## src/sv/ngga_pkg.sv

```systemverilog
package ngga_pkg;

  localparam logic [7:0] CH_DOLLAR = 8'h24;
  localparam logic [7:0] CH_STAR   = 8'h2A;
  localparam logic [7:0] CH_COMMA  = 8'h2C;
  localparam logic [7:0] CH_DOT    = 8'h2E;
  localparam logic [7:0] CH_MINUS  = 8'h2D;
  localparam logic [7:0] CH_ZERO   = 8'h30;
  localparam logic [7:0] CH_NINE   = 8'h39;
  localparam logic [7:0] CH_UP_A   = 8'h41;
  localparam logic [7:0] CH_UP_F   = 8'h46;
  localparam logic [7:0] CH_LO_A   = 8'h61;
  localparam logic [7:0] CH_LO_F   = 8'h66;
  localparam logic [7:0] CH_SOUTH  = 8'h53;
  localparam logic [7:0] CH_WEST   = 8'h57;

  localparam logic [7:0] HDR_TEXT [5] = '{8'h47, 8'h4E, 8'h47, 8'h47, 8'h41};

  localparam logic [2:0] HP_IDLE  = 3'd0;
  localparam logic [2:0] HP_FIRST = 3'd1;
  localparam logic [2:0] HP_LAST  = 3'd5;
  localparam logic [2:0] HP_COMMA = 3'd6;

  localparam logic [3:0] FLD_NONE = 4'd0;
  localparam logic [3:0] FLD_TIME = 4'd1;
  localparam logic [3:0] FLD_LAT  = 4'd2;
  localparam logic [3:0] FLD_NS   = 4'd3;
  localparam logic [3:0] FLD_LON  = 4'd4;
  localparam logic [3:0] FLD_EW   = 4'd5;
  localparam logic [3:0] FLD_FIX  = 4'd6;
  localparam logic [3:0] FLD_SATS = 4'd7;
  localparam logic [3:0] FLD_HDOP = 4'd8;
  localparam logic [3:0] FLD_ALT  = 4'd9;
  localparam logic [3:0] FLD_LAST = 4'd14;
  localparam logic [3:0] FLD_CSUM = 4'd15;

  localparam logic [23:0] WHOLE_MAX = 24'hFFFFFF;
  localparam logic [42:0] LAT_MAX   = 43'd900000000;
  localparam logic [42:0] LON_MAX   = 43'd1800000000;

  function automatic logic [23:0] pow10(input logic [2:0] n);
    logic [23:0] r;
    unique case (n)
      3'd0: r = 24'd1;
      3'd1: r = 24'd10;
      3'd2: r = 24'd100;
      3'd3: r = 24'd1000;
      3'd4: r = 24'd10000;
      3'd5: r = 24'd100000;
      3'd6: r = 24'd1000000;
      default: r = 24'd10000000;
    endcase
    return r;
  endfunction

  typedef struct packed {
    logic        valid;
    logic        is_lon;
    logic [17:0] deg;
    logic [6:0]  rem;
    logic [23:0] macc;
    logic [2:0]  fds;
  } pos_req_t;

  typedef struct packed {
    logic        valid;
    logic        is_lon;
    logic [31:0] mag;
  } pos_wr_t;

endpackage

```

## src/sv/ngga_byte_if.sv

```systemverilog
interface ngga_byte_if;
  logic       valid;
  logic       ready;
  logic [7:0] rx_byte;

  modport source (output valid, output rx_byte, input ready);
  modport sink (input valid, input rx_byte, output ready);
endinterface

```

## src/sv/ngga_fix_if.sv

```systemverilog
interface ngga_fix_if;
  logic               valid;
  logic               ready;
  logic signed [30:0] latitude_e7;
  logic signed [31:0] longitude_e7;
  logic signed [20:0] altitude_dm;
  logic [4:0]         utc_hours;
  logic [5:0]         utc_minutes;
  logic [5:0]         utc_seconds;
  logic [6:0]         utc_hundredths;
  logic [3:0]         fix_quality;
  logic [6:0]         satellites_used;
  logic [9:0]         hdop_tenths;
  logic [7:0]         checksum_received;
  logic               position_present;

  modport source (output valid, output latitude_e7, output longitude_e7, output altitude_dm,
                  output utc_hours, output utc_minutes, output utc_seconds,
                  output utc_hundredths, output fix_quality, output satellites_used,
                  output hdop_tenths, output checksum_received, output position_present,
                  input ready);
  modport sink (input valid, input latitude_e7, input longitude_e7, input altitude_dm,
                input utc_hours, input utc_minutes, input utc_seconds,
                input utc_hundredths, input fix_quality, input satellites_used,
                input hdop_tenths, input checksum_received, input position_present,
                output ready);
endinterface

```

## src/sv/ngga_pos_conv.sv

```systemverilog
module ngga_pos_conv #(
  parameter int FRAC_DIGITS = 5
) (
  input  logic              clk_i,
  input  logic              rst_ni,
  input  ngga_pkg::pos_req_t req_i,
  output ngga_pkg::pos_wr_t  wr_o
);

  localparam logic [23:0] FracScale  = ngga_pkg::pow10(3'(FRAC_DIGITS));
  localparam logic [23:0] PostScale  = ngga_pkg::pow10(3'(7 - FRAC_DIGITS));
  localparam logic [30:0] RecipSixty = 31'd1145324613;

  logic [53:0] macc_scaled;
  logic [53:0] frac_sum;
  logic [53:0] x_full;
  logic [41:0] deg_e7;

  logic        s1_valid_q;
  logic        s1_is_lon_q;
  logic [41:0] s1_deg_e7_q;
  logic [29:0] s1_x_q;

  logic [60:0] recip_prod;
  logic [42:0] sum;
  logic [42:0] limit;
  logic [42:0] capped;

  logic        wr_valid_q;
  logic        wr_is_lon_q;
  logic [31:0] wr_mag_q;

  always_comb begin
    macc_scaled = 54'(req_i.macc) * 54'(ngga_pkg::pow10(3'(FRAC_DIGITS) - req_i.fds));
    frac_sum    = 54'(req_i.rem) * 54'(FracScale) + macc_scaled;
    x_full      = frac_sum * 54'(PostScale);
    deg_e7      = 42'(req_i.deg) * 42'd10000000;
  end

  always_ff @(posedge clk_i or negedge rst_ni) begin
    if (!rst_ni) begin
      s1_valid_q <= 1'b0;
    end else begin
      s1_valid_q <= req_i.valid;
    end
  end

  always_ff @(posedge clk_i) begin
    s1_is_lon_q <= req_i.is_lon;
    s1_deg_e7_q <= deg_e7;
    s1_x_q      <= 30'(x_full);
  end

  // The minutes divided by sixty come from a reciprocal product.
  always_comb begin
    recip_prod = 61'(s1_x_q) * 61'(RecipSixty);
    sum        = 43'(s1_deg_e7_q) + 43'(recip_prod[60:36]);
    limit      = s1_is_lon_q ? ngga_pkg::LON_MAX : ngga_pkg::LAT_MAX;
    capped     = (sum > limit) ? limit : sum;
  end

  always_ff @(posedge clk_i or negedge rst_ni) begin
    if (!rst_ni) begin
      wr_valid_q <= 1'b0;
    end else begin
      wr_valid_q <= s1_valid_q;
    end
  end

  always_ff @(posedge clk_i) begin
    wr_is_lon_q <= s1_is_lon_q;
    wr_mag_q    <= 32'(capped);
  end

  assign wr_o.valid  = wr_valid_q;
  assign wr_o.is_lon = wr_is_lon_q;
  assign wr_o.mag    = wr_mag_q;

endmodule

```

## src/sv/nmea_gga_sentence_parser.sv

```systemverilog
// Channel  Dir  Word
// in_i     in   rx_byte: one sentence character
// out_o    out  one decoded GGA fix per sentence
//
// Characters are taken one per cycle while in_i.ready is high.
// A position field is converted in a two-stage pipeline; when the second checksum
// digit follows at once, the converted value is forwarded straight into the result.
// Input stalls only when a finishing character meets an unread result.
// Reset clears parser state and out_o.valid; the result registers are not reset.
module nmea_gga_sentence_parser #(
  parameter int MINUTE_FRACTION_DIGITS = 5
) (
  input  logic        clk_i,
  input  logic        rst_ni,
  ngga_byte_if.sink   in_i,
  ngga_fix_if.source  out_o
);

  localparam int MaccW = ($clog2(10 ** MINUTE_FRACTION_DIGITS) > 7) ?
                         $clog2(10 ** MINUTE_FRACTION_DIGITS) : 7;

  logic [7:0] c;
  logic       in_fire;
  logic       is_digit;
  logic [3:0] dval;
  logic       hex_ok;
  logic [3:0] hex_val;
  logic [2:0] frac_limit;
  logic       would_emit;
  logic       emit;

  logic             hdr_ok_q, hdr_ok_d;
  logic [2:0]       hdr_pos_q, hdr_pos_d;
  logic [3:0]       field_q, field_d;
  logic [3:0]       cif_q, cif_d;
  logic             in_frac_q, in_frac_d;
  logic [2:0]       fds_q, fds_d;
  logic [23:0]      whole_q, whole_d;
  logic [10:0]      top_q, top_d;
  logic [3:0]       dig_q [4];
  logic [3:0]       dig_d [4];
  logic [MaccW-1:0] macc_q, macc_d;
  logic             minus_q, minus_d;
  logic [7:0]       csum_q, csum_d;
  logic [1:0]       present_q, present_d;
  logic             lat_neg_q, lat_neg_d;
  logic             lon_neg_q, lon_neg_d;
  logic [30:0]      lat_mag_q;
  logic [31:0]      lon_mag_q;
  logic [20:0]      alt_q, alt_d;
  logic [4:0]       hours_q, hours_d;
  logic [5:0]       mins_q, mins_d;
  logic [5:0]       secs_q, secs_d;
  logic [6:0]       hund_q, hund_d;
  logic [3:0]       fix_q, fix_d;
  logic [6:0]       sats_q, sats_d;
  logic [9:0]       hdop_q, hdop_d;

  logic [27:0] whole_next;
  logic [27:0] tenths;
  logic [19:0] alt_mag;
  logic [6:0]  pair_hi;
  logic [6:0]  pair_lo;
  logic        do_clear;
  logic        do_idle;
  logic [30:0] lat_mag_now;
  logic [31:0] lon_mag_now;

  ngga_pkg::pos_req_t pos_req;
  ngga_pkg::pos_wr_t  pos_wr;

  logic        out_valid_q;
  logic [30:0] o_lat_q;
  logic [31:0] o_lon_q;
  logic [20:0] o_alt_q;
  logic [4:0]  o_hours_q;
  logic [5:0]  o_mins_q;
  logic [5:0]  o_secs_q;
  logic [6:0]  o_hund_q;
  logic [3:0]  o_fix_q;
  logic [6:0]  o_sats_q;
  logic [9:0]  o_hdop_q;
  logic [7:0]  o_csum_q;
  logic        o_present_q;

  assign c        = in_i.rx_byte;
  assign is_digit = (c >= ngga_pkg::CH_ZERO) && (c <= ngga_pkg::CH_NINE);
  assign dval     = 4'(c - ngga_pkg::CH_ZERO);

  always_comb begin
    hex_ok  = 1'b1;
    hex_val = 4'd0;
    priority if (is_digit) begin
      hex_val = dval;
    end else if (c >= ngga_pkg::CH_UP_A && c <= ngga_pkg::CH_UP_F) begin
      hex_val = 4'(c - ngga_pkg::CH_UP_A + 8'd10);
    end else if (c >= ngga_pkg::CH_LO_A && c <= ngga_pkg::CH_LO_F) begin
      hex_val = 4'(c - ngga_pkg::CH_LO_A + 8'd10);
    end else begin
      hex_ok = 1'b0;
    end
  end

  always_comb begin
    priority if (field_q == ngga_pkg::FLD_LAT || field_q == ngga_pkg::FLD_LON) begin
      frac_limit = 3'(MINUTE_FRACTION_DIGITS);
    end else if (field_q == ngga_pkg::FLD_TIME) begin
      frac_limit = 3'd2;
    end else begin
      frac_limit = 3'd1;
    end
  end

  assign would_emit = (c != ngga_pkg::CH_DOLLAR) && hdr_ok_q &&
                      (field_q == ngga_pkg::FLD_CSUM) && hex_ok && (cif_q != 4'd0);
  assign in_i.ready = !out_valid_q || out_o.ready || !would_emit;
  assign in_fire    = in_i.valid && in_i.ready;

  always_comb begin
    hdr_ok_d  = hdr_ok_q;
    hdr_pos_d = hdr_pos_q;
    field_d   = field_q;
    cif_d     = cif_q;
    in_frac_d = in_frac_q;
    fds_d     = fds_q;
    whole_d   = whole_q;
    top_d     = top_q;
    dig_d     = dig_q;
    macc_d    = macc_q;
    minus_d   = minus_q;
    csum_d    = csum_q;
    present_d = present_q;
    lat_neg_d = lat_neg_q;
    lon_neg_d = lon_neg_q;
    alt_d     = alt_q;
    hours_d   = hours_q;
    mins_d    = mins_q;
    secs_d    = secs_q;
    hund_d    = hund_q;
    fix_d     = fix_q;
    sats_d    = sats_q;
    hdop_d    = hdop_q;
    do_clear  = 1'b0;
    do_idle   = 1'b0;
    emit      = 1'b0;

    pos_req        = '0;
    pos_req.is_lon = (field_q == ngga_pkg::FLD_LON);
    pos_req.deg    = 18'(top_q) * 18'd100 + 18'(dig_q[3]) * 18'd10 + 18'(dig_q[2]);
    pos_req.rem    = 7'(dig_q[1]) * 7'd10 + 7'(dig_q[0]);
    pos_req.macc   = 24'(macc_q);
    pos_req.fds    = fds_q;

    whole_next = 28'(whole_q) * 28'd10 + 28'(dval);
    tenths     = 28'(whole_q) * 28'd10 + ((fds_q != 3'd0) ? 28'(macc_q) : 28'd0);
    pair_hi    = 7'(dig_q[3]) * 7'd10 + 7'(dig_q[2]);
    pair_lo    = 7'(dig_q[1]) * 7'd10 + 7'(dig_q[0]);
    alt_mag    = 20'd0;

    if (in_fire) begin
      if (c == ngga_pkg::CH_DOLLAR) begin
        hdr_ok_d  = 1'b0;
        hdr_pos_d = ngga_pkg::HP_FIRST;
        field_d   = ngga_pkg::FLD_NONE;
        csum_d    = 8'd0;
        present_d = 2'b00;
        do_clear  = 1'b1;
      end else if (!hdr_ok_q) begin
        if (hdr_pos_q >= ngga_pkg::HP_FIRST && hdr_pos_q <= ngga_pkg::HP_LAST) begin
          hdr_pos_d = (c == ngga_pkg::HDR_TEXT[hdr_pos_q - ngga_pkg::HP_FIRST]) ?
                      hdr_pos_q + 3'd1 : ngga_pkg::HP_IDLE;
        end else if (hdr_pos_q == ngga_pkg::HP_COMMA) begin
          if (c == ngga_pkg::CH_COMMA) begin
            hdr_ok_d = 1'b1;
            field_d  = ngga_pkg::FLD_TIME;
            do_clear = 1'b1;
          end else begin
            hdr_pos_d = ngga_pkg::HP_IDLE;
          end
        end
      end else if (field_q == ngga_pkg::FLD_CSUM) begin
        if (!hex_ok) begin
          do_idle = 1'b1;
        end else if (cif_q == 4'd0) begin
          csum_d = {csum_q[3:0], hex_val};
          cif_d  = 4'd1;
        end else begin
          emit    = 1'b1;
          do_idle = 1'b1;
        end
      end else if (c == ngga_pkg::CH_STAR || c == ngga_pkg::CH_COMMA) begin
        if (cif_q != 4'd0) begin
          unique case (field_q)
            ngga_pkg::FLD_TIME: begin
              hours_d = (top_q > 11'd23) ? 5'd23 : 5'(top_q);
              mins_d  = (pair_hi > 7'd59) ? 6'd59 : 6'(pair_hi);
              secs_d  = (pair_lo > 7'd59) ? 6'd59 : 6'(pair_lo);
              hund_d  = (fds_q == 3'd2) ? 7'(macc_q) :
                        (fds_q == 3'd1) ? 7'(7'(macc_q) * 7'd10) : 7'd0;
            end
            ngga_pkg::FLD_LAT: begin
              pos_req.valid = 1'b1;
              present_d[0]  = 1'b1;
              lat_neg_d     = 1'b0;
            end
            ngga_pkg::FLD_LON: begin
              pos_req.valid = 1'b1;
              present_d[1]  = 1'b1;
              lon_neg_d     = 1'b0;
            end
            ngga_pkg::FLD_FIX: begin
              fix_d = (whole_q > 24'd9) ? 4'd9 : 4'(whole_q);
            end
            ngga_pkg::FLD_SATS: begin
              sats_d = (whole_q > 24'd99) ? 7'd99 : 7'(whole_q);
            end
            ngga_pkg::FLD_HDOP: begin
              hdop_d = (tenths > 28'd999) ? 10'd999 : 10'(tenths);
            end
            ngga_pkg::FLD_ALT: begin
              if (minus_q) begin
                alt_mag = (tenths > 28'd99999) ? 20'd99999 : 20'(tenths);
                alt_d   = 21'(-$signed({1'b0, alt_mag}));
              end else begin
                alt_mag = (tenths > 28'd999999) ? 20'd999999 : 20'(tenths);
                alt_d   = {1'b0, alt_mag};
              end
            end
            default: begin
            end
          endcase
        end
        do_clear = 1'b1;
        if (c == ngga_pkg::CH_STAR) begin
          field_d = ngga_pkg::FLD_CSUM;
          csum_d  = 8'd0;
        end else if (field_q < ngga_pkg::FLD_LAST) begin
          field_d = field_q + 4'd1;
        end
      end else begin
        if (cif_q == 4'd0) begin
          if (field_q == ngga_pkg::FLD_NS && c == ngga_pkg::CH_SOUTH && present_q[0]) begin
            lat_neg_d = 1'b1;
          end
          if (field_q == ngga_pkg::FLD_EW && c == ngga_pkg::CH_WEST && present_q[1]) begin
            lon_neg_d = 1'b1;
          end
        end
        if (cif_q != 4'd15) begin
          cif_d = cif_q + 4'd1;
        end
        priority if (is_digit) begin
          if (in_frac_q) begin
            if (fds_q < frac_limit) begin
              macc_d = MaccW'(macc_q * MaccW'(10) + MaccW'(dval));
              fds_d  = fds_q + 3'd1;
            end
          end else if (whole_next > 28'(ngga_pkg::WHOLE_MAX)) begin
            whole_d = ngga_pkg::WHOLE_MAX;
            top_d   = 11'd1677;
            dig_d   = '{4'd5, 4'd1, 4'd2, 4'd7};
          end else begin
            whole_d  = 24'(whole_next);
            top_d    = 11'(15'(top_q) * 15'd10 + 15'(dig_q[3]));
            dig_d[3] = dig_q[2];
            dig_d[2] = dig_q[1];
            dig_d[1] = dig_q[0];
            dig_d[0] = dval;
          end
        end else if (c == ngga_pkg::CH_DOT) begin
          in_frac_d = 1'b1;
        end else if (c == ngga_pkg::CH_MINUS && field_q == ngga_pkg::FLD_ALT) begin
          minus_d = 1'b1;
        end
      end
    end

    if (do_idle) begin
      hdr_ok_d  = 1'b0;
      hdr_pos_d = ngga_pkg::HP_IDLE;
      field_d   = ngga_pkg::FLD_NONE;
      csum_d    = 8'd0;
      do_clear  = 1'b1;
    end
    if (do_clear) begin
      cif_d     = 4'd0;
      in_frac_d = 1'b0;
      fds_d     = 3'd0;
      whole_d   = 24'd0;
      top_d     = 11'd0;
      dig_d     = '{4'd0, 4'd0, 4'd0, 4'd0};
      macc_d    = '0;
      minus_d   = 1'b0;
    end
  end

  ngga_pos_conv #(
    .FRAC_DIGITS (MINUTE_FRACTION_DIGITS)
  ) u_pos_conv (
    .clk_i  (clk_i),
    .rst_ni (rst_ni),
    .req_i  (pos_req),
    .wr_o   (pos_wr)
  );

  assign lat_mag_now = (pos_wr.valid && !pos_wr.is_lon) ? 31'(pos_wr.mag) : lat_mag_q;
  assign lon_mag_now = (pos_wr.valid && pos_wr.is_lon) ? pos_wr.mag : lon_mag_q;

  always_ff @(posedge clk_i or negedge rst_ni) begin
    if (!rst_ni) begin
      hdr_ok_q    <= 1'b0;
      hdr_pos_q   <= ngga_pkg::HP_IDLE;
      field_q     <= ngga_pkg::FLD_NONE;
      cif_q       <= 4'd0;
      in_frac_q   <= 1'b0;
      fds_q       <= 3'd0;
      whole_q     <= 24'd0;
      top_q       <= 11'd0;
      dig_q       <= '{4'd0, 4'd0, 4'd0, 4'd0};
      macc_q      <= '0;
      minus_q     <= 1'b0;
      csum_q      <= 8'd0;
      present_q   <= 2'b00;
      lat_neg_q   <= 1'b0;
      lon_neg_q   <= 1'b0;
      lat_mag_q   <= 31'd0;
      lon_mag_q   <= 32'd0;
      alt_q       <= 21'd0;
      hours_q     <= 5'd0;
      mins_q      <= 6'd0;
      secs_q      <= 6'd0;
      hund_q      <= 7'd0;
      fix_q       <= 4'd0;
      sats_q      <= 7'd0;
      hdop_q      <= 10'd0;
      out_valid_q <= 1'b0;
    end else begin
      hdr_ok_q  <= hdr_ok_d;
      hdr_pos_q <= hdr_pos_d;
      field_q   <= field_d;
      cif_q     <= cif_d;
      in_frac_q <= in_frac_d;
      fds_q     <= fds_d;
      whole_q   <= whole_d;
      top_q     <= top_d;
      dig_q     <= dig_d;
      macc_q    <= macc_d;
      minus_q   <= minus_d;
      csum_q    <= csum_d;
      present_q <= present_d;
      lat_neg_q <= lat_neg_d;
      lon_neg_q <= lon_neg_d;
      alt_q     <= alt_d;
      hours_q   <= hours_d;
      mins_q    <= mins_d;
      secs_q    <= secs_d;
      hund_q    <= hund_d;
      fix_q     <= fix_d;
      sats_q    <= sats_d;
      hdop_q    <= hdop_d;
      if (pos_wr.valid && !pos_wr.is_lon) begin
        lat_mag_q <= 31'(pos_wr.mag);
      end
      if (pos_wr.valid && pos_wr.is_lon) begin
        lon_mag_q <= pos_wr.mag;
      end
      if (emit) begin
        out_valid_q <= 1'b1;
      end else if (out_o.ready) begin
        out_valid_q <= 1'b0;
      end
    end
  end

  always_ff @(posedge clk_i) begin
    if (emit) begin
      o_lat_q     <= lat_neg_q ? 31'(-$signed({1'b0, lat_mag_now})) : lat_mag_now;
      o_lon_q     <= lon_neg_q ? 32'(-$signed({1'b0, lon_mag_now})) : lon_mag_now;
      o_alt_q     <= alt_q;
      o_hours_q   <= hours_q;
      o_mins_q    <= mins_q;
      o_secs_q    <= secs_q;
      o_hund_q    <= hund_q;
      o_fix_q     <= fix_q;
      o_sats_q    <= sats_q;
      o_hdop_q    <= hdop_q;
      o_csum_q    <= {csum_q[3:0], hex_val};
      o_present_q <= (present_q == 2'b11);
    end
  end

  assign out_o.valid             = out_valid_q;
  assign out_o.latitude_e7       = $signed(o_lat_q);
  assign out_o.longitude_e7      = $signed(o_lon_q);
  assign out_o.altitude_dm       = $signed(o_alt_q);
  assign out_o.utc_hours         = o_hours_q;
  assign out_o.utc_minutes       = o_mins_q;
  assign out_o.utc_seconds       = o_secs_q;
  assign out_o.utc_hundredths    = o_hund_q;
  assign out_o.fix_quality       = o_fix_q;
  assign out_o.satellites_used   = o_sats_q;
  assign out_o.hdop_tenths       = o_hdop_q;
  assign out_o.checksum_received = o_csum_q;
  assign out_o.position_present  = o_present_q;

  a_field_when_open: assert property (@(posedge clk_i) disable iff (!rst_ni)
    hdr_ok_q |-> (field_q != ngga_pkg::FLD_NONE))
    else $error("open sentence without a field number");

  a_frac_count: assert property (@(posedge clk_i) disable iff (!rst_ni)
    !in_frac_q |-> (fds_q == 3'd0))
    else $error("fraction digits counted outside a fraction");

  a_result_cause: assert property (@(posedge clk_i) disable iff (!rst_ni)
    $rose(out_valid_q) |-> $past(in_fire))
    else $error("result appeared without an accepted word");

  a_idle_after_emit: assert property (@(posedge clk_i) disable iff (!rst_ni)
    emit |=> (!hdr_ok_q && hdr_pos_q == ngga_pkg::HP_IDLE))
    else $error("parser not idle after a result");

endmodule
```

## src/flat_wrapper.sv

```systemverilog
// flat-port wrapper written by rule: the top's interface ports become plain ports
module nmea_gga_sentence_parser_flat 
#(
  parameter int MINUTE_FRACTION_DIGITS = 5
)
  (clk_i, rst_ni, in_i_valid, in_i_rx_byte, in_i_ready, out_o_valid, out_o_latitude_e7, out_o_longitude_e7, out_o_altitude_dm, out_o_utc_hours, out_o_utc_minutes, out_o_utc_seconds, out_o_utc_hundredths, out_o_fix_quality, out_o_satellites_used, out_o_hdop_tenths, out_o_checksum_received, out_o_position_present, out_o_ready);
  ngga_byte_if in_i_i ();
  ngga_fix_if out_o_i ();
  input  logic clk_i;
  input  logic rst_ni;
  input wire logic [$bits(in_i_i.valid)-1:0] in_i_valid;
  input wire logic [$bits(in_i_i.rx_byte)-1:0] in_i_rx_byte;
  output wire logic [$bits(in_i_i.ready)-1:0] in_i_ready;
  output wire logic [$bits(out_o_i.valid)-1:0] out_o_valid;
  output wire logic [$bits(out_o_i.latitude_e7)-1:0] out_o_latitude_e7;
  output wire logic [$bits(out_o_i.longitude_e7)-1:0] out_o_longitude_e7;
  output wire logic [$bits(out_o_i.altitude_dm)-1:0] out_o_altitude_dm;
  output wire logic [$bits(out_o_i.utc_hours)-1:0] out_o_utc_hours;
  output wire logic [$bits(out_o_i.utc_minutes)-1:0] out_o_utc_minutes;
  output wire logic [$bits(out_o_i.utc_seconds)-1:0] out_o_utc_seconds;
  output wire logic [$bits(out_o_i.utc_hundredths)-1:0] out_o_utc_hundredths;
  output wire logic [$bits(out_o_i.fix_quality)-1:0] out_o_fix_quality;
  output wire logic [$bits(out_o_i.satellites_used)-1:0] out_o_satellites_used;
  output wire logic [$bits(out_o_i.hdop_tenths)-1:0] out_o_hdop_tenths;
  output wire logic [$bits(out_o_i.checksum_received)-1:0] out_o_checksum_received;
  output wire logic [$bits(out_o_i.position_present)-1:0] out_o_position_present;
  input wire logic [$bits(out_o_i.ready)-1:0] out_o_ready;
  assign in_i_i.valid = in_i_valid;
  assign in_i_i.rx_byte = in_i_rx_byte;
  assign in_i_ready = in_i_i.ready;
  assign out_o_valid = out_o_i.valid;
  assign out_o_latitude_e7 = out_o_i.latitude_e7;
  assign out_o_longitude_e7 = out_o_i.longitude_e7;
  assign out_o_altitude_dm = out_o_i.altitude_dm;
  assign out_o_utc_hours = out_o_i.utc_hours;
  assign out_o_utc_minutes = out_o_i.utc_minutes;
  assign out_o_utc_seconds = out_o_i.utc_seconds;
  assign out_o_utc_hundredths = out_o_i.utc_hundredths;
  assign out_o_fix_quality = out_o_i.fix_quality;
  assign out_o_satellites_used = out_o_i.satellites_used;
  assign out_o_hdop_tenths = out_o_i.hdop_tenths;
  assign out_o_checksum_received = out_o_i.checksum_received;
  assign out_o_position_present = out_o_i.position_present;
  assign out_o_i.ready = out_o_ready;
  nmea_gga_sentence_parser #(.MINUTE_FRACTION_DIGITS(MINUTE_FRACTION_DIGITS)) u_core (.clk_i(clk_i), .rst_ni(rst_ni), .in_i(in_i_i), .out_o(out_o_i));
endmodule
```

## config.mk

```make
export PLATFORM = sky130hd
export DESIGN_NAME = nmea_gga_sentence_parser_flat
export DESIGN_NICKNAME = d
export VERILOG_FILES = /design/src/sv/ngga_pkg.sv /design/src/sv/ngga_byte_if.sv /design/src/sv/ngga_fix_if.sv /design/src/sv/ngga_pos_conv.sv /design/src/sv/nmea_gga_sentence_parser.sv /design/src/flat_wrapper.sv
export SDC_FILE = /design/constraint.sdc
export NUM_CORES = 2
export LEC_CHECK = 0
export BUFFER_PORTS_ARGS = -buffer_cell sky130_fd_sc_hd__buf_2
export CORE_MARGIN = 5
export CORE_UTILIZATION = 62
export CTS_CLUSTER_DIAMETER = 200
export DETAILED_ROUTE_END_ITERATION = 10
export PLACE_DENSITY_LB_ADDON = 0.12
export SLEW_MARGIN = 20
export SYNTH_ARGS = -nofsm -noshare
export SYNTH_HDL_FRONTEND = slang
export SYNTH_SLANG_ARGS = --single-unit
export TNS_END_PERCENT = 1
```

## constraint.sdc

```tcl
create_clock -name clk_i -period 16.2 [get_ports clk_i]
set_clock_uncertainty 0.1 [all_clocks]
set_input_delay 0 -clock clk_i [delete_from_list [all_inputs] [get_ports clk_i]]
set_output_delay 0 -clock clk_i [all_outputs]
set_load 0.005 [all_outputs]
```

======== Yosys cells after proc, flatten, opt, wreduce, memory -nomap -nowiden ========
Memories as Yosys holds them, arrays and structs flattened.
Index checks and enable logic that the tools add are counted.
word-level totals
  register bits ........................... 460
  bits in read-only memories .............. 64
  input bits .............................. 12
  output and inout bits ................... 140
  word-level logic and storage cells ...... 409
  memories kept ........................... 1
operators by class
  add/sub/neg operators ................... 24
  multipliers ............................. 13
  magnitude comparators ................... 21
  equal/unequal tests ..................... 51
  mux-type cells .......................... 178
  bitwise gates (word level) .............. 3
  reduce and logical (&&, ||, !) cells .... 69
memories
  memory            words  bits a word  rd ports  clocked after memory_dff  wr ports  RTL line                         text
  (name not given)  8      8            1         0                         0         nmea_gga_sentence_parser.sv:170  hdr_pos_d = (c == ngga_pkg::HDR_TEXT[hdr_pos_q - ngga_pkg::HP_FIRST]) ?
operators with widths
  cell                                                 number
  2-to-1 mux 24 bit                                    9
  2-to-1 mux 17 bit                                    10
  case mux 24 bit (7 select lines)                     1
  2-to-1 mux 16 bit                                    9
  2-to-1 mux 4 bit                                     33
  2-to-1 mux 11 bit                                    9
  2-to-1 mux 32 bit                                    3
  2-to-1 mux 31 bit                                    3
  2-to-1 mux 1 bit                                     65
  AND reduction 7 bit                                  9
  multiplier 28 x 31 -> 59 bit, second input constant  1
  2-to-1 mux 3 bit                                     18
  adder 42 x 25 -> 43 bit                              1
  greater-than comparator 43 x 31 -> 1 bit             1
  adder 24 x 41 -> 42 bit                              1
  multiplier 42 x 5 -> 28 bit, second input constant   1
  multiplier 17 x 24 -> 41 bit                         1
  == test 8 x 6 -> 1 bit, second input constant        5
  2-to-1 mux 20 bit                                    2
  multiplier 18 x 17 -> 35 bit, second input constant  1
  nonzero test 2 bit                                   17
  negation 32 bit                                      1
  AND reduction 8 bit                                  4
  negation 31 bit                                      1
  other kinds (79)                                     153

======== Logic depth before layout (Yosys ltp) ========
  word-level depth ........................ 14
  depth in mapped cells ................... 53
  mapped depth without buffers ............ 52

======== Cells and area by module ========
From an unflattened synthesis, not the netlist that was laid out.
unflattened totals
  cell total of the unflattened synthesis .. 5,564
  area total of the unflattened synthesis .. 53,598.9 µm²
by module, submodules not included
  module                    instances  cells an instance  area an instance (µm²)  sequential area each (µm²)
  ngga_pos_conv             1          3,337              30,992.2                1,991.9
  nmea_gga_sentence_parser  1          2,227              22,606.7                9,699.3

======== Worst setup path after synthesis ========
OpenSTA, ideal clock, no wires.
  path type ............................... flip-flop to flip-flop
  start point ............................. register u_core.dig_q[9] in the netlist's numbering
  end point ............................... register u_core.u_pos_conv.s1_x_q[29]
  setup time .............................. 0.072 ns
  data arrival time ....................... 11.205 ns
  data required time ...................... 16.028 ns
  setup slack ............................. 4.822 ns
  stages on the path, launching flop included .. 52
  path buffers ............................ 0
  clock period less this slack ............ 11.378 ns
  cells stage by stage .................... dfrtp_1 > ha_1 > ha_1 > inv_1 > fa_1 > and3b_1 > xnor2_1 > inv_1 > ha_1 > ha_1 > inv_1 > fa_1 > inv_1 > ha_1 > ha_1 > a21oi_1 > o21bai_1 > a21oi_1 > (+16 left out) > a311oi_1 > nor2_1 > a21oi_1 > xor2_1 > ha_1 > ha_1 > inv_1 > fa_1 > xnor2_1 > xnor2_1 > xnor2_1 > xnor2_1 > xnor2_1 > xnor2_1 > xnor2_1 > xnor2_1 > xnor2_1 > xnor2_1
between the ends
  cells in the longest elaborated chain, start to end .. 5
ends and longest elaborated chain
  item                              RTL line                         text
  start, declared                   nmea_gga_sentence_parser.sv:40   logic [3:0] dig_q [4];
  start signal, assigned            nmea_gga_sentence_parser.sv:319  dig_q <= '{4'd0, 4'd0, 4'd0, 4'd0};
  start signal, assigned            nmea_gga_sentence_parser.sv:346  dig_q <= dig_d;
  multiplier 4 x 3 -> 6 bit         nmea_gga_sentence_parser.sv:150  pos_req.rem = 7'(dig_q[1]) * 7'd10 + 7'(dig_q[0]);
  adder 7 x 4 -> 7 bit              nmea_gga_sentence_parser.sv:150
  multiplier 7 x 12 -> 19 bit       ngga_pos_conv.sv:35              frac_sum = 54'(req_i.rem) * 54'(FracScale) + macc_scaled;
  adder 24 x 41 -> 42 bit           ngga_pos_conv.sv:35
  multiplier 42 x 5 -> 28 bit       ngga_pos_conv.sv:36              x_full = frac_sum * 54'(PostScale);
  net u_core.u_pos_conv.x_full[29]  ngga_pos_conv.sv:16              logic [53:0] x_full;
  end signal, assigned              ngga_pos_conv.sv:51              s1_x_q <= 30'(x_full);
  end, declared                     ngga_pos_conv.sv:22              logic [29:0] s1_x_q;
The timed path passes the listed nets, and every way through them passes these cells.
A chain may end at the register's enable or synchronous reset.

======== Worst setup path after layout ========
Same ends and word-level chain as after synthesis.

==> results.yml <==
timing:
  drv_slew: 0
  setup_viol: 0
  fin_setup_tns_ns: 0
  rsz0062_at_grt: "no"
  final_hold_viol_count: 0
  fin_crit_ns: 12.29
  max-slew-margin-rel_pct: 21.1
  period_share_pct: 75.9
  fmax_mhz: 81.4
  worst_hold_slack_ns: 0.191
  worst_pin_slew_ns: 1.17
finish:
  fillers: 6552
  utilization_pct: 67.2
  ff_latch_area_mm2: 0.0117
  antennaDiodeCount: 0
  multi_input_area_mm2: 0.0359
  nNetsFinal: 6677
  area_delta_synth_final_pct: 7.55
  drive_gt1_share_pct: 7.58
global_routing:
  grtUsageTotal_pct: 28.0
  grt_max_degree: 79
  grt_pass1_wl_mm: 202
  grt_pass1_vias: 37700
  overflow: 0
  antenna_found_initial: 2
floorplanning:
  die_w_um: 298
  start_util_pct: 62.5
  rows: 105
  pin_count: 152
  design.die.area_mm2: 0.0886
  die_y_um: 298
  core_area_mm2: 0.0821
synthesis:
  synth_flop_cell: "dfrtp_1"
  ys_types: 115
  ys_seq_elements: 459
  syn_avg_cell_area_um2: 9.85
  synth_common_cells: "852 x inv_1, 832 x ha_1, 493 x fa_1"
  syn_area_mm2: 0.0513
  yosysTopAreaCell: "ha_1"
  yosysMostFrequentCell: "inv_1"
  synth.net_count: 6545
  synth_edf_count: 138
  yosys_warnings: 0
  seq_area_frac_synth_pct: 22.8
  synth_area_leaders: "ha_1 20%, fa_1 19%, dfrtp_1 11%, edfxtp_1 8.1%, inv_1 6.2%"
  synthCells: 5208
  async_flop_share_pct: 48.8
  synth.top_cell.area_share_pct: 20.3
routing:
  drc_errors: 0
  viasPerCell: 5.76
  vias: 37100
  final_antenna_net_count: 0
  first_pass_iters: 5
  wirelength_mm: 124
  routedWlPerCell_um: 19.2
  drtIter0Drc: 2453
critical_path:
  cpMostUsedCell: "xnor2_1"
  path_max_fanout: 6
  critPathKind: "register to register"
  start_kind: "register"
  worstPathArrival_ns: 12.74
  cpPeakStageDelay_ns: 0.54
  slowest_stage: "fa_1"
  cp-end-kind: "register"
  required_ns: 16.64
placement:
  io_buffers: 151
  hpwl_mm: 99.6
  gp_congestion: 0.949
clocking:
  cts_sinks: 459
  htree_levels: 2
  clockBufferDepth: 3
  cts.reportedPaths.clkPinSlew_ns: 0.06
  cts_root_buf: "clkbuf_16"
  clk_latency_ns: 0.63
  cts_tree: "yes"
  cts_buffers: 51
  postCtsSetupBuffers: 0
flow_run:
  drv_cap: 0
run_status:
  run_status: "finished, final reports clean"
hold_path:
  hold_class: "primary input to register"
==> sequential cells by signal, summed over array words and instances (netlist names), 8 cells and up <==
signal	count
u_core.macc_q	17
u_core.u_pos_conv.s1_deg_e7_q	35
u_core.hdop_q	10
u_core.out_o.altitude_dm	21
u_core.out_o.hdop_tenths	10
u_core.u_pos_conv.s1_x_q	28
u_core.lon_mag_q	32
u_core.alt_q	21
u_core.out_o.checksum_received	8
u_core.dig_q	16
u_core.top_q	11
u_core.lat_mag_q	31
u_core.out_o.longitude_e7	32
u_core.out_o.latitude_e7	31
u_core.whole_q	23
u_core.u_pos_conv.wr_mag_q	32
==> cells in the final DEF (no fill, tap or decap), drive strengths merged, types with 54 or more instances in the layout <==
cell type | Yosys | routed
a21o | 66 | 66
a21oi | 252 | 252
and2 | 123 | 123
and3 | 93 | 93
buf | 25 | 190
clkbuf | 101 | 59
dfrtp | 224 | 224
dfxtp | 97 | 97
edfxtp | 138 | 138
fa | 493 | 493
ha | 832 | 832
inv | 852 | 855
mux2 | 54 | 54
nand2 | 264 | 264
nand3 | 89 | 89
nor2 | 244 | 244
nor2b | 63 | 63
nor3 | 73 | 73
o21ai | 194 | 194
xnor2 | 257 | 257
xor2 | 93 | 93
==> critical path: cells and delay by family, from the launching register on <==
kind,cells,cell delay (ns)
buffers and inverters,8,0.48
DFF,1,0.45
AOI/OAI and AO/OA,10,1.85
adders and majority gates,17,6.56
and+or+nand+nor,3,0.40
xor gates and xnor gates,13,2.31
==> per-stage QoR <==
step                      worst slack (ns)  instance area [um2]  cells
after global placement                4.13                53200   6340
final                                 3.91                55200   6451
after global routing                  3.06                55200   6451
after CTS                             3.90                55200   6451
after detailed placement              3.99                53200   6340
after floorplan                       4.82                51300   5208
==> logic make-up (layout without fill, tap and decap cells) <==
logic type	Yosys count	count (layout)	synth area share, %
simple gates	1150	1150	11.5
buf+inv	979	1152	7.31
flops	459	459	22.8
fa+ha+maj	1326	1326	39.5
other cells	1	1	0.00731
xor+xnor	350	350	6.00
compound gates	849	849	10.9
mux	94	94	2.04
==> worst paths after layout <==
| kind | startpoint | endpoint | slack [ns] | cells after the start |
|---|---|---|---|---|
| min in group asynchronous | rst_ni | u_core.sats_q[1] | 0.29 | 3 |
| worst min register to register | u_core.u_pos_conv.s1_valid_q | u_core.u_pos_conv.wr_valid_q | 0.24 | 0 |
| worst min-delay path | in_i_valid | u_core.present_q[0] | 0.19 | 3 |
| worst max register to register | u_core.dig_q[9] | u_core.u_pos_conv.s1_x_q[29] | 3.91 | 51 |
| worst max-delay path | u_core.dig_q[9] | u_core.u_pos_conv.s1_x_q[29] | 3.91 | 51 |
| max in group asynchronous | rst_ni | u_core.macc_q[16] | 13.74 | 5 |
==> routing by layer <==
layer / GRT usage [%] / up-vias / routed length, um
met3: 3.38 / 173 / 6660
met1: 40.2 / 18200 / 56600
li1: - / 17800 / -
met4: 6.06 / 0 / 2870
met2: 46.1 / 964 / 58000
met5: 0 / - / 0
==> cell type report <==
cell class / count / share of cell area (%)
timing repair buffer: 206 / 2.24
tap: 1070 / 2.43
sequential: 459 / 21.2
clock buffer: 59 / 2.38
clock inverter: 35 / 0.886
multi-input combinational: 3770 / 65.1
inverter: 852 / 5.79
==> repair_timing <==
| item | CTS | global route |
|---|---|---|
| resized for setup | 0 | 0 |
| hold endpoints to repair | 126 | 0 |
| hold buffers | 17 | 0 |
Power is not shown: default switching activity piles up to over one toggle a cycle in this logic, so the estimate is an artifact.
